--- src/design/xjs_pkg.sv ---
// types, constants and the generator step for the xoshiro256+ block
package xjs_pkg;

	localparam int unsigned WordW = 64;
	localparam int unsigned MaskW = 256;
	localparam int unsigned BitIdxW = 8;

	localparam logic [WordW-1:0] SEED_XOR_A = 64'hdeadbeefdeadbeef;
	localparam logic [WordW-1:0] SEED_XOR_B = 64'hfeedbeeffeedbeef;

	// word 0 in the low bits, bit index = word * 64 + bit
	localparam logic [MaskW-1:0] SHORT_MASK = {
		64'h39abdc4529b1661c, 64'ha9582618e03fc9aa,
		64'hd5a61266f0c9392c, 64'h180ec6d33cfd0aba
	};
	localparam logic [MaskW-1:0] LONG_MASK = {
		64'h39109bb02acbe635, 64'h77710069854ee241,
		64'hc5004e441c522fb3, 64'h76e15d3efefdcbbf
	};

	localparam logic OP_RESEED = 1'b0;
	localparam logic OP_DRAW   = 1'b1;

	localparam logic [2:0] COUNT_LAST = 3'd5;

	typedef logic [WordW-1:0] word_t;
	typedef word_t [3:0] gen_state_t;

	typedef struct packed {
		logic load;    // load state from seed
		logic adv;     // one generator step
		logic acc_clr; // clear jump accumulator
		logic acc_en;  // fold current state into accumulator
		logic commit;  // state takes accumulator result
	} step_ctrl_t;

	function automatic gen_state_t gen_advance(input gen_state_t s);
		word_t t2;
		word_t t3;
		gen_state_t n;
		t2 = s[2] ^ s[0];
		t3 = s[3] ^ s[1];
		n[0] = s[0] ^ t3;
		n[1] = s[1] ^ t2;
		n[2] = t2 ^ {s[1][WordW-18:0], 17'd0};
		n[3] = {t3[18:0], t3[WordW-1:19]};
		return n;
	endfunction

endpackage

--- src/design/xjs_if.sv ---
// request and response channel interfaces
interface xjs_req_if;
	logic        valid;
	logic        ready;
	logic        op;
	logic [63:0] seed;

	modport source (output valid, output op, output seed, input ready);
	modport sink (input valid, input op, input seed, output ready);
endinterface

interface xjs_rsp_if;
	logic        valid;
	logic        ready;
	logic [63:0] value;

	modport source (output valid, output value, input ready);
	modport sink (input valid, input value, output ready);
endinterface

--- src/design/xjs_step_unit.sv ---
// generator state, jump accumulator and the shared step logic
module xjs_step_unit
	import xjs_pkg::*;
(
	input  logic       clk,
	input  logic       arst_n,
	input  step_ctrl_t ctrl,
	input  word_t      seed,
	output word_t      sum
);

	gen_state_t state_q;
	gen_state_t acc_q;
	gen_state_t acc_next;
	gen_state_t state_adv;

	assign state_adv = gen_advance(state_q);
	assign sum       = state_q[0] + state_q[3];

	always_comb begin
		acc_next = acc_q;
		if (ctrl.acc_en) begin
			acc_next = acc_q ^ state_q;
		end
	end

	always_ff @(posedge clk or negedge arst_n) begin
		if (!arst_n) begin
			state_q <= '0;
		end else if (ctrl.load) begin
			state_q[0] <= seed;
			state_q[1] <= seed ^ SEED_XOR_A;
			state_q[2] <= ~seed;
			state_q[3] <= seed ^ SEED_XOR_B;
		end else if (ctrl.commit) begin
			state_q <= acc_next;
		end else if (ctrl.adv) begin
			state_q <= state_adv;
		end
	end

	always_ff @(posedge clk) begin
		if (ctrl.acc_clr) begin
			acc_q <= '0;
		end else begin
			acc_q <= acc_next;
		end
	end

endmodule

--- src/design/xjs_seq.sv ---
// sequencer: draw counter, jump schedule and step control
module xjs_seq
	import xjs_pkg::*;
(
	input  logic       clk,
	input  logic       arst_n,
	input  logic       req_valid,
	input  logic       req_op,
	output logic       req_ready,
	input  logic       cfg_we,
	input  logic       cfg_wdata,
	input  logic       out_free,
	output logic       out_load,
	output step_ctrl_t ctrl
);

	typedef enum logic [2:0] {
		ST_IDLE = 3'b001,
		ST_JUMP = 3'b010,
		ST_DRAW = 3'b100
	} state_t;

	state_t             state_q;
	state_t             state_d;
	logic               sched_on_q;
	logic [2:0]         count_q;
	logic [2:0]         count_d;
	logic [2:0]         count_inc;
	logic [BitIdxW-1:0] bit_idx_q;
	logic               long_q;
	logic               long_d;
	logic               req_acc;
	logic               want_long;
	logic               want_short;
	logic               mask_bit;

	assign req_ready  = (state_q == ST_IDLE);
	assign req_acc    = req_valid && req_ready;
	assign count_inc  = (count_q == COUNT_LAST) ? 3'd0 : count_q + 3'd1;
	assign want_long  = (count_inc == 3'd0) || (count_inc == 3'd3);
	assign want_short = (count_inc == 3'd2) || (count_inc == 3'd4);
	assign mask_bit   = long_q ? LONG_MASK[bit_idx_q] : SHORT_MASK[bit_idx_q];

	always_comb begin
		state_d  = state_q;
		count_d  = count_q;
		long_d   = long_q;
		ctrl     = '0;
		out_load = 1'b0;
		case (state_q)
			ST_IDLE: begin
				if (req_acc) begin
					if (req_op == OP_RESEED) begin
						ctrl.load = 1'b1;
						count_d   = 3'd0;
					end else begin
						count_d = count_inc;
						if (sched_on_q && (want_long || want_short)) begin
							long_d       = want_long;
							ctrl.acc_clr = 1'b1;
							state_d      = ST_JUMP;
						end else begin
							state_d = ST_DRAW;
						end
					end
				end
			end
			ST_JUMP: begin
				ctrl.adv    = 1'b1;
				ctrl.acc_en = mask_bit;
				if (bit_idx_q == '1) begin
					ctrl.commit = 1'b1;
					state_d     = ST_DRAW;
				end
			end
			ST_DRAW: begin
				if (out_free) begin
					ctrl.adv = 1'b1;
					out_load = 1'b1;
					state_d  = ST_IDLE;
				end
			end
			default: begin
				state_d = ST_IDLE;
			end
		endcase
	end

	always_ff @(posedge clk or negedge arst_n) begin
		if (!arst_n) begin
			state_q    <= ST_IDLE;
			count_q    <= 3'd0;
			long_q     <= 1'b0;
			bit_idx_q  <= '0;
			sched_on_q <= 1'b1;
		end else begin
			state_q <= state_d;
			count_q <= count_d;
			long_q  <= long_d;
			if (state_q == ST_JUMP) begin
				bit_idx_q <= bit_idx_q + 1'b1;
			end else begin
				bit_idx_q <= '0;
			end
			if (cfg_we) begin
				sched_on_q <= cfg_wdata;
			end
		end
	end

endmodule

--- src/design/xoshiro256plus_with_jump_schedule.sv ---
// top level of the xoshiro256+ generator with jump schedule
//
//   channel  dir  payload               handshake
//   req      in   op[0], seed[63:0]     valid/ready
//   rsp      out  value[63:0]           valid/ready
//   cfg      in   cfg_wdata[0]          cfg_we, no wait
//
// reseed is done in its accept cycle; a plain draw passes through accept and draw
// a draw that jumps runs 256 jump steps through the one step unit between accept and draw
// reset: state words zero, draw counter 0, jump schedule on
// the result register holds a response until taken; a draw that is ready to
// return waits in its draw cycle while the result register is still full
module xoshiro256plus_with_jump_schedule
	import xjs_pkg::*;
(
	input  logic   clk,
	input  logic   arst_n,
	xjs_req_if.sink   req,
	xjs_rsp_if.source rsp,
	input  logic   cfg_we,
	input  logic   cfg_wdata
);

	step_ctrl_t ctrl;
	word_t      sum;
	word_t      value_q;
	logic       valid_q;
	logic       out_load;
	logic       out_free;

	assign out_free  = !valid_q || rsp.ready;
	assign rsp.valid = valid_q;
	assign rsp.value = value_q;

	xjs_seq u_seq (
		.clk       (clk),
		.arst_n    (arst_n),
		.req_valid (req.valid),
		.req_op    (req.op),
		.req_ready (req.ready),
		.cfg_we    (cfg_we),
		.cfg_wdata (cfg_wdata),
		.out_free  (out_free),
		.out_load  (out_load),
		.ctrl      (ctrl)
	);

	xjs_step_unit u_step (
		.clk    (clk),
		.arst_n (arst_n),
		.ctrl   (ctrl),
		.seed   (req.seed),
		.sum    (sum)
	);

	always_ff @(posedge clk or negedge arst_n) begin
		if (!arst_n) begin
			valid_q <= 1'b0;
		end else if (out_load) begin
			valid_q <= 1'b1;
		end else if (rsp.ready) begin
			valid_q <= 1'b0;
		end
	end

	always_ff @(posedge clk) begin
		if (out_load) begin
			value_q <= sum;
		end
	end

endmodule

--- src/flat_wrapper.sv ---
// flat-port wrapper written by rule: the top's interface ports become plain ports
module xoshiro256plus_with_jump_schedule_flat import xjs_pkg::*;
  (clk, arst_n, cfg_we, cfg_wdata, req_valid, req_op, req_seed, req_ready, rsp_valid, rsp_value, rsp_ready);
  xjs_req_if req_i ();
  xjs_rsp_if rsp_i ();
  input  logic clk;
  input  logic arst_n;
  input  logic cfg_we;
  input  logic cfg_wdata;
  input wire logic [$bits(req_i.valid)-1:0] req_valid;
  input wire logic [$bits(req_i.op)-1:0] req_op;
  input wire logic [$bits(req_i.seed)-1:0] req_seed;
  output wire logic [$bits(req_i.ready)-1:0] req_ready;
  output wire logic [$bits(rsp_i.valid)-1:0] rsp_valid;
  output wire logic [$bits(rsp_i.value)-1:0] rsp_value;
  input wire logic [$bits(rsp_i.ready)-1:0] rsp_ready;
  assign req_i.valid = req_valid;
  assign req_i.op = req_op;
  assign req_i.seed = req_seed;
  assign req_ready = req_i.ready;
  assign rsp_valid = rsp_i.valid;
  assign rsp_value = rsp_i.value;
  assign rsp_i.ready = rsp_ready;
  xoshiro256plus_with_jump_schedule u_core (.clk(clk), .arst_n(arst_n), .req(req_i), .rsp(rsp_i), .cfg_we(cfg_we), .cfg_wdata(cfg_wdata));
endmodule
--- config.mk ---
export PLATFORM = sky130hd
export DESIGN_NAME = xoshiro256plus_with_jump_schedule_flat
export DESIGN_NICKNAME = d
export VERILOG_FILES = /design/src/design/xjs_pkg.sv /design/src/design/xjs_if.sv /design/src/design/xjs_step_unit.sv /design/src/design/xjs_seq.sv /design/src/design/xoshiro256plus_with_jump_schedule.sv /design/src/flat_wrapper.sv
export SDC_FILE = /design/constraint.sdc
export NUM_CORES = 2
export LEC_CHECK = 0
export ABC_AREA = 1
export BUFFER_PORTS_ARGS = -buffer_cell sky130_fd_sc_hd__buf_2
export CAP_MARGIN = 30
export CORE_MARGIN = 2
export CORE_UTILIZATION = 50
export CTS_CLUSTER_SIZE = 24
export DETAILED_ROUTE_END_ITERATION = 10
export GPL_TIMING_DRIVEN = 0
export PLACE_DENSITY = 0.78
export SYNTH_ARGS = -nofsm -noshare
export SYNTH_HDL_FRONTEND = slang
export SYNTH_SLANG_ARGS = --single-unit
--- constraint.sdc ---
create_clock -name clk -period 3.3 [get_ports clk]
set_clock_uncertainty 0.1 [all_clocks]
set_input_delay 0.165 -clock clk [delete_from_list [all_inputs] [get_ports clk]]
set_output_delay 0.165 -clock clk [all_outputs]
set_load 0.03 [all_outputs]
Word-level counts from Yosys, hierarchy flattened
Memories as Yosys holds them, arrays and structs flattened. Cells that the tools add are included.

Bits in registers: 593. ROM bits: 512. Input port bits: 71. Output and inout bits: 66. Memories: 2.

Memories: (no name shown) (depth 256, bits a word 1, read ports 1, clocked after memory_dff 0, wr ports 0, line xjs_seq.sv:42) `assign mask_bit = long_q ? LONG_MASK[bit_idx_q] : SHORT_MASK[bit_idx_q];`; (no name shown) (depth 256, bits a word 1, read ports 1, clocked after memory_dff 0, wr ports 0, line xjs_seq.sv:42).

Add/sub/neg operators: 3. Magnitude comparators: 1. Eq/ne operators: 12. Muxes and demuxes: 30. Bitwise operators: 9. Reductions and logical operators: 13.

Operators with widths (count): two-way mux 256 bit (4); bitwise XOR 64 bit (5); bitwise XOR 256 bit (1); adder 64 bit (1); inverter 64 bit (1); inverter 52 bit (1); inverter 48 bit (1); two-way mux 3 bit (7); two-way mux 1 bit (15); equality test 3 x 2 -> 1 bit (second input constant) (3); equality test 3 bit (second input constant) (3); < comparator 8 x 9 -> 1 bit (second input constant) (1); case mux 3 bit (3 select lines) (1); adder 8 x 1 -> 8 bit (second input constant) (1); equality test 8 bit (second input constant) (1); two-way mux 8 bit (1); AND reduction 4 bit (2); logical OR 1 bit (4); != test 2 x 1 -> 1 bit (second input constant) (2); != test 2 bit (second input constant) (2); adder 3 x 1 -> 3 bit (second input constant) (1); equality test 3 x 1 -> 1 bit (second input constant) (1); logical NOT 3 bit (1); nonzero test 3 bit (1); other kinds (6) (7).

Logic depth before layout (Yosys ltp)
Depth after elaboration: 10. Gate-level depth with buffers: 21. Depth with buffers taken out: 20.

Cells and area by module
Synthesis repeated with hierarchy kept, for this count alone.

Cells, all modules: 4698. Area, all modules: 34640.7 sq um.

Modules (own cells, without submodules): xjs_step_unit (times used 1, cells each 4327, area each 30845.8 sq um); xoshiro256plus_with_jump_schedule (times used 1, cells each 69, area each 1966.9 sq um); xjs_seq (times used 1, cells each 302, area each 1828.0 sq um).

Worst setup path after synthesis
No wires, ideal clock.

Path kind: reg2reg. Start point: register u_core.u_step.state_q[0] (netlist bit). End point: register u_core.value_q[62] (netlist: u_core.rsp.value[62]), data pin. Library setup time: 0.252 ns. Arrival time: 2.437 ns. Data required time: 2.948 ns. Slack: 0.510 ns. Stages on the path, launching flop included: 14. Buffers on the path: 0. Clock period less this slack: 2.790 ns. Path through: dfrtp_1 -> ha_1 -> fa_1 -> nand3_1 -> nand2_1 -> a21boi_0 -> o21ai_0 -> a21oi_1 -> inv_1 -> a21oi_1 -> nand3b_1 -> nand2_1 -> nand2_1 -> nand2_1.

Word-level cells in the longest chain between the ends: 1.

RTL lines: start, declared (line xjs_step_unit.sv:12) `gen_state_t state_q;`; start signal, assigned (line xjs_step_unit.sv:36) `state_q <= acc_next;`; start signal, assigned (line xjs_step_unit.sv:38) `state_q <= state_adv;`; adder 64 bit (line xjs_step_unit.sv:18) `assign sum = state_q[0] + state_q[3];`; named net u_core.sum[62] (line xoshiro256plus_with_jump_schedule.sv:25) `word_t sum;`; end signal, assigned (line xoshiro256plus_with_jump_schedule.sv:68) `value_q <= sum;`; end, declared (line xoshiro256plus_with_jump_schedule.sv:26) `word_t value_q;`.

The timed path passes the listed nets, and every way through them passes these cells. A chain may end at the register's enable or synchronous reset.

Worst setup path after layout
Start point: register u_core.u_seq.state_q[2]. End point: register u_core.u_step.state_q[113] (netlist bit).

Word-level cells in the longest chain between the ends: 5. Elaborated cells between the ends (all ways): 12.

RTL lines: start, declared (line xjs_seq.sv:23) `state_t state_q;`; start signal, assigned (line xjs_seq.sv:97) `state_q <= state_d;`; equality test 3 x 2 -> 1 bit or equality test 3 x 1 -> 1 bit (tied branches) (line xjs_seq.sv:50, xjs_seq.sv:37); two-way mux 2 bit or logical AND 1 bit (tied branches) (line xjs_seq.sv:50, xjs_seq.sv:38); two-way mux 256 bit or two-way mux 1 bit (tied branches) (line xjs_step_unit.sv:22, xjs_seq.sv:52); two-way mux 256 bit or two-way mux 1 bit (tied branches) (line xjs_step_unit.sv:35, xjs_seq.sv:50); two-way mux 256 bit or nonzero test 3 bit (tied branches).

Parallel ways exist; a longest one is shown, timed or not.

==> metrics.md <==
| Metric | Value |
|---|---|
| CP Launch Type | `register` |
| Worst-margin pin slew | `1097 ps` |
| RSZ-0062 raised after global routing | `yes` |
| H-Tree Depth | `3` |
| Most repeated cell in the gate-level netlist after synthesis | `sky130_fd_sc_hd__nand2_1` |
| Portion of synthesized cell area occupied by the leading cell type | `18.53%` |
| Most used flip-flop cell after synthesis | `sky130_fd_sc_hd__dfrtp_1` |
| Total Power Consumption | `about 15000 µW` |
| Leakage dissipation | `0.01897 µW` |
| Worst reg-to-reg path cell count | `9` |
| Pin count of the biggest net entering global routing | `105` |
| DIE AREA | `75390 µm²` |
| Post-route cell area | `between 40000 and 50000 µm²` |
| Height of the chip | `274.6 µm` |
| Clock latency at the later pin of the worst-skew pair | `630 ps` |
| Number of enable flip-flop cells after synthesis | `64` |
| DPL Wire Length | `118400 µm` |
| Number of different library cells in the post-synthesis netlist | `between 40 and 50` |
| CP Capture Type | `register` |
| Post-synthesis cell area | `36610 µm²` |
| Endpoint required time on the critical path | `~3800 ps` |
| Synthesized Nets | `5183` |
| Least setup slack across all paths after layout | `-78.10 ps` |
| DR pass1 iterations | `8` |
| Total number of yosys warnings | `0` |
| Final period utilization | `102.4%` |
| Met2 routing resource usage after global routing | `58.94%` |
| Synthesized-area fraction occupied by ao, oa, aoi and oai cells | `11.82%` |
| Area inside the core boundary | `a little over 70000 µm²` |
| Synth-to-layout area growth | `15.22%` |
| Final weighted congestion of routability-driven global placement | `1.032` |
| MaxCap Viol Count | `0` |
| Buffers on Ports | `136` |
| Number of storage elements in the synthesis netlist | `593` |
| Power density of the placed cells | `365.1 nW/µm²` |
| Most instantiated cells after synthesis | `sky130_fd_sc_hd__nand2_1, sky130_fd_sc_hd__a21oi_1, sky130_fd_sc_hd__nor2_1` |
| Remaining number of nets flagged by the antenna check after routing | `0` |
| Vias after detailed routing | `38220` |
| Area fraction in and, or, nand and nor cells after synthesis | `27.95%` |
| Number of buffers on the longest clock path | `3` |
| Fin. Hold Viols | `0` |
| Dominant combinational cell family by area after synthesis | `simple AND/OR/NAND/NOR gates` |
| Routed wire length | `156300 µm` |
| Violation count after the first detailed-routing iteration | `roughly 5500` |
| Fmax achieved | `approximately 300 MHz` |
| Proportion of register bits with asynchronous set or reset after synthesis | `between 40% and 50%` |
| Initial cell density of the core | `50.34%` |
| Share of cells above drive strength 1 | `9.393%` |
| Psw | `3420 µW` |
| Root Buffer Master | `sky130_fd_sc_hd__clkbuf_16` |
| Internal power of the cells | `11980 µW` |
| Clock transition at the registers of the reported paths | `60 ps` |
| Width of the die | `roughly 270 µm` |
| Global-route usage over all layers | `40.53%` |
| Post-Place Cells | `6141` |
| Maximum ir drop on the vdd rail | `0.3696 mV` |
| Run status | `finished, violations left` |
| First-pass GRT wire length | `225100 µm` |
| Final count of negative-setup-slack endpoints | `6` |
| Synth area leader | `sky130_fd_sc_hd__dfrtp_1` |
| Count of final max-slew check failures | `0` |
| Violations in the final reports | `setup timing` |
| Post-synthesis cell count | `5034` |
| Global routing met3 resource utilization | `12.08%` |
| Total Nets Final | `5484` |
| Number of top-level pins | `137` |
| Path type of the worst setup path | `reg2reg` |
| Class of the tightest hold or removal check | `in2async` |
| Highest-utilization routing layer at the global route stage | `met2` |
| Initial antenna violation count | `6` |
| Clock tree from TritonCTS | `yes` |
| Vias per Instance | `6.020` |
| Cell Area, Placed | `38650 µm²` |
| Floorplan row count | `99` |
| Count of placed standard cells in the final layout, fillers left out | `6348` |
| Met1 track demand over resource | `53.04%` |
| Reg2Reg Setup Slack | `-80 ps` |
| CTS sink cnt | `593` |
| Switching power as a share of total power | `roughly 22%` |
| Routed length per placed instance | `24.62 µm` |
| Share of synthesized area spent on multiplexers | `0.03076%` |
| CTS Buf Count | `69` |
| Minimum clock period after layout | `3378 ps` |
| Xor-xnor portion of the synthesized cell area | `13.59%` |
| Layout Utilization | `58.00%` |
| Global route total overflow | `0` |
| Post-route DRC | `0` |
| Worst max-slew margin expressed relative to the limit | `between 20% and 30%` |
| Portion of total power attributed to combinational logic | `1.3%` |
| Vias in the first global route | `34890` |
| Pre-CTS worst setup slack | `-812.4 ps` |
| Part of the power in registers | `between 40% and 50%` |
| Crit Path Max Fanout | `10` |
| Critical path data arrival time | `roughly 3800 ps` |
| Dominant cells by area after synthesis | `sky130_fd_sc_hd__dfrtp_1, sky130_fd_sc_hd__dfxtp_1, sky130_fd_sc_hd__nand2_1` |
| Synthesized-area fraction occupied by adder cells | `2.687%` |
| Sequential element share of the synthesized area | `37.92%` |
| Average size of a mapped cell | `7.272 µm²` |
| Clock power frac | `between 50% and 60%` |
logic make-up (layout without fill, tap and decap cells):
family,count (synthesis),count (layout)
AND/OR/NAND/NOR,2439,2439
AO/OA/AOI/OAI,836,836
flip-flops,593,593
XOR/XNOR,568,568
buffers and inverters,519,872
adder cells (fa/ha/maj),78,78
multiplexers,1,1
other,0,2
worst paths after layout:
check / start / endpoint
worst max-delay path: u_core.u_seq.state_q[2]$_DFFE_PN0P_ / u_core.u_step.state_q[113]$_DFFE_PN0P_
worst min-delay path: arst_n / u_core.u_step.state_q[140]$_DFFE_PN0P_
worst max register to register: u_core.u_seq.state_q[2]$_DFFE_PN0P_ / u_core.u_step.state_q[113]$_DFFE_PN0P_
worst min register to register: u_core.u_step.acc_q[219]$_SDFF_PP0_ / u_core.u_step.acc_q[219]$_SDFF_PP0_
max in group asynchronous: arst_n / u_core.u_step.state_q[250]$_DFFE_PN0P_
min in group clk: req_seed[20] / u_core.u_step.state_q[148]$_DFFE_PN0P_
cell usage in the layout (no fill, tap or decap), types with 67 or more instances in the layout:
cell type / synthesis / final
sky130_fd_sc_hd__xor2_1: 352 / 352
sky130_fd_sc_hd__dlygate4sd3_1: 0 / 67
sky130_fd_sc_hd__nand4_1: 222 / 222
sky130_fd_sc_hd__dfrtp_1: 271 / 264
sky130_fd_sc_hd__buf_2: 110 / 197
sky130_fd_sc_hd__clkbuf_1: 116 / 96
sky130_fd_sc_hd__inv_1: 230 / 226
sky130_fd_sc_hd__nor2_1: 570 / 567
sky130_fd_sc_hd__dfxtp_1: 256 / 256
sky130_fd_sc_hd__ha_1: 77 / 76
sky130_fd_sc_hd__xnor2_1: 216 / 216
sky130_fd_sc_hd__nand3_1: 306 / 301
sky130_fd_sc_hd__nand2_1: 1264 / 1261
sky130_fd_sc_hd__a21oi_1: 692 / 689
sky130_fd_sc_hd__o21ai_0: 76 / 72
sky130_fd_sc_hd__clkbuf_16: 0 / 73
layer usage:
metal | vias to the layer above | routed length, µm
met3 | 510 | 22100
li1 | 17270 | -
met2 | 2547 | 64160
met4 | 10 | 10910
met1 | 17880 | 59080
met5 | - | 64
worst max-delay path: stages (launching register included):
cell and delay, ps:
sky130_fd_sc_hd__dfrtp_1 390, sky130_fd_sc_hd__inv_1 100, sky130_fd_sc_hd__nand3_2 440, sky130_fd_sc_hd__inv_2 530, sky130_fd_sc_hd__clkbuf_2 520, sky130_fd_sc_hd__clkbuf_1 580
sky130_fd_sc_hd__nand4_1 210, sky130_fd_sc_hd__nand3_1 220, sky130_fd_sc_hd__nand2_1 80, sky130_fd_sc_hd__a21oi_1 120
power by group through the flow:
stage | Clock, µW | Sequential, µW | Combinational [µW]
2_1_floorplan | 0 | 7470 | 1.87
3_3_place_gp | 0 | 7470 | 126
3_5_place_dp | 0 | 7470 | 136
4_1_cts | 7840 | 7320 | 194
5_1_grt | 8140 | 7320 | 219
6_report | 7880 | 7320 | 201
through the flow:
stage                     hold WS [ps]   TNS, ps
after floorplan                 -230.6         0
after global placement           302.0  -1166850
after detailed placement         189.4   -178970
after CTS                        4.884         0
after global routing             65.27    -256.7
final                            50.05    -186.2
area by class of cell:
| type | count | area, µm² |
|---|---|---|
| clock buffers | 102 | 2064 |
| multi-input cells | 3922 | 20650 |
| diodes | 2 | 5.005 |
| clock inverters | 21 | 187.7 |
| fillers | 6702 | 30540 |
| well taps | 959 | 1200 |
| flip-flops and latches | 593 | 13890 |
| plain buffers | 278 | 1597 |
| inverters | 240 | 915.9 |
| repair buffers | 231 | 1667 |
sequential cells by signal (all words and copies together), names as in the netlist:
register,flops
u_core.u_step.state_q,256
u_core.u_seq.count_q,3
u_core.rsp.valid,1
u_core.u_seq.bit_idx_q,8
u_core.u_step.acc_q,256
u_core.u_seq.state_q,3
u_core.rsp.value,64
u_core.u_seq.sched_on_q,1
u_core.u_seq.long_q,1
what timing repair did:
action | in CTS | in global routing
pin swaps | 0 | 3
setup buffers | 4 | 10
endpoints found under the setup margin | 520 | 378
gates resized for setup | 70 | 130
hold endpoints to repair | 315 | 16
gates cloned | 0 | 1
hold buffers | 63 | 4
Power figures use the tool's default switching activity.
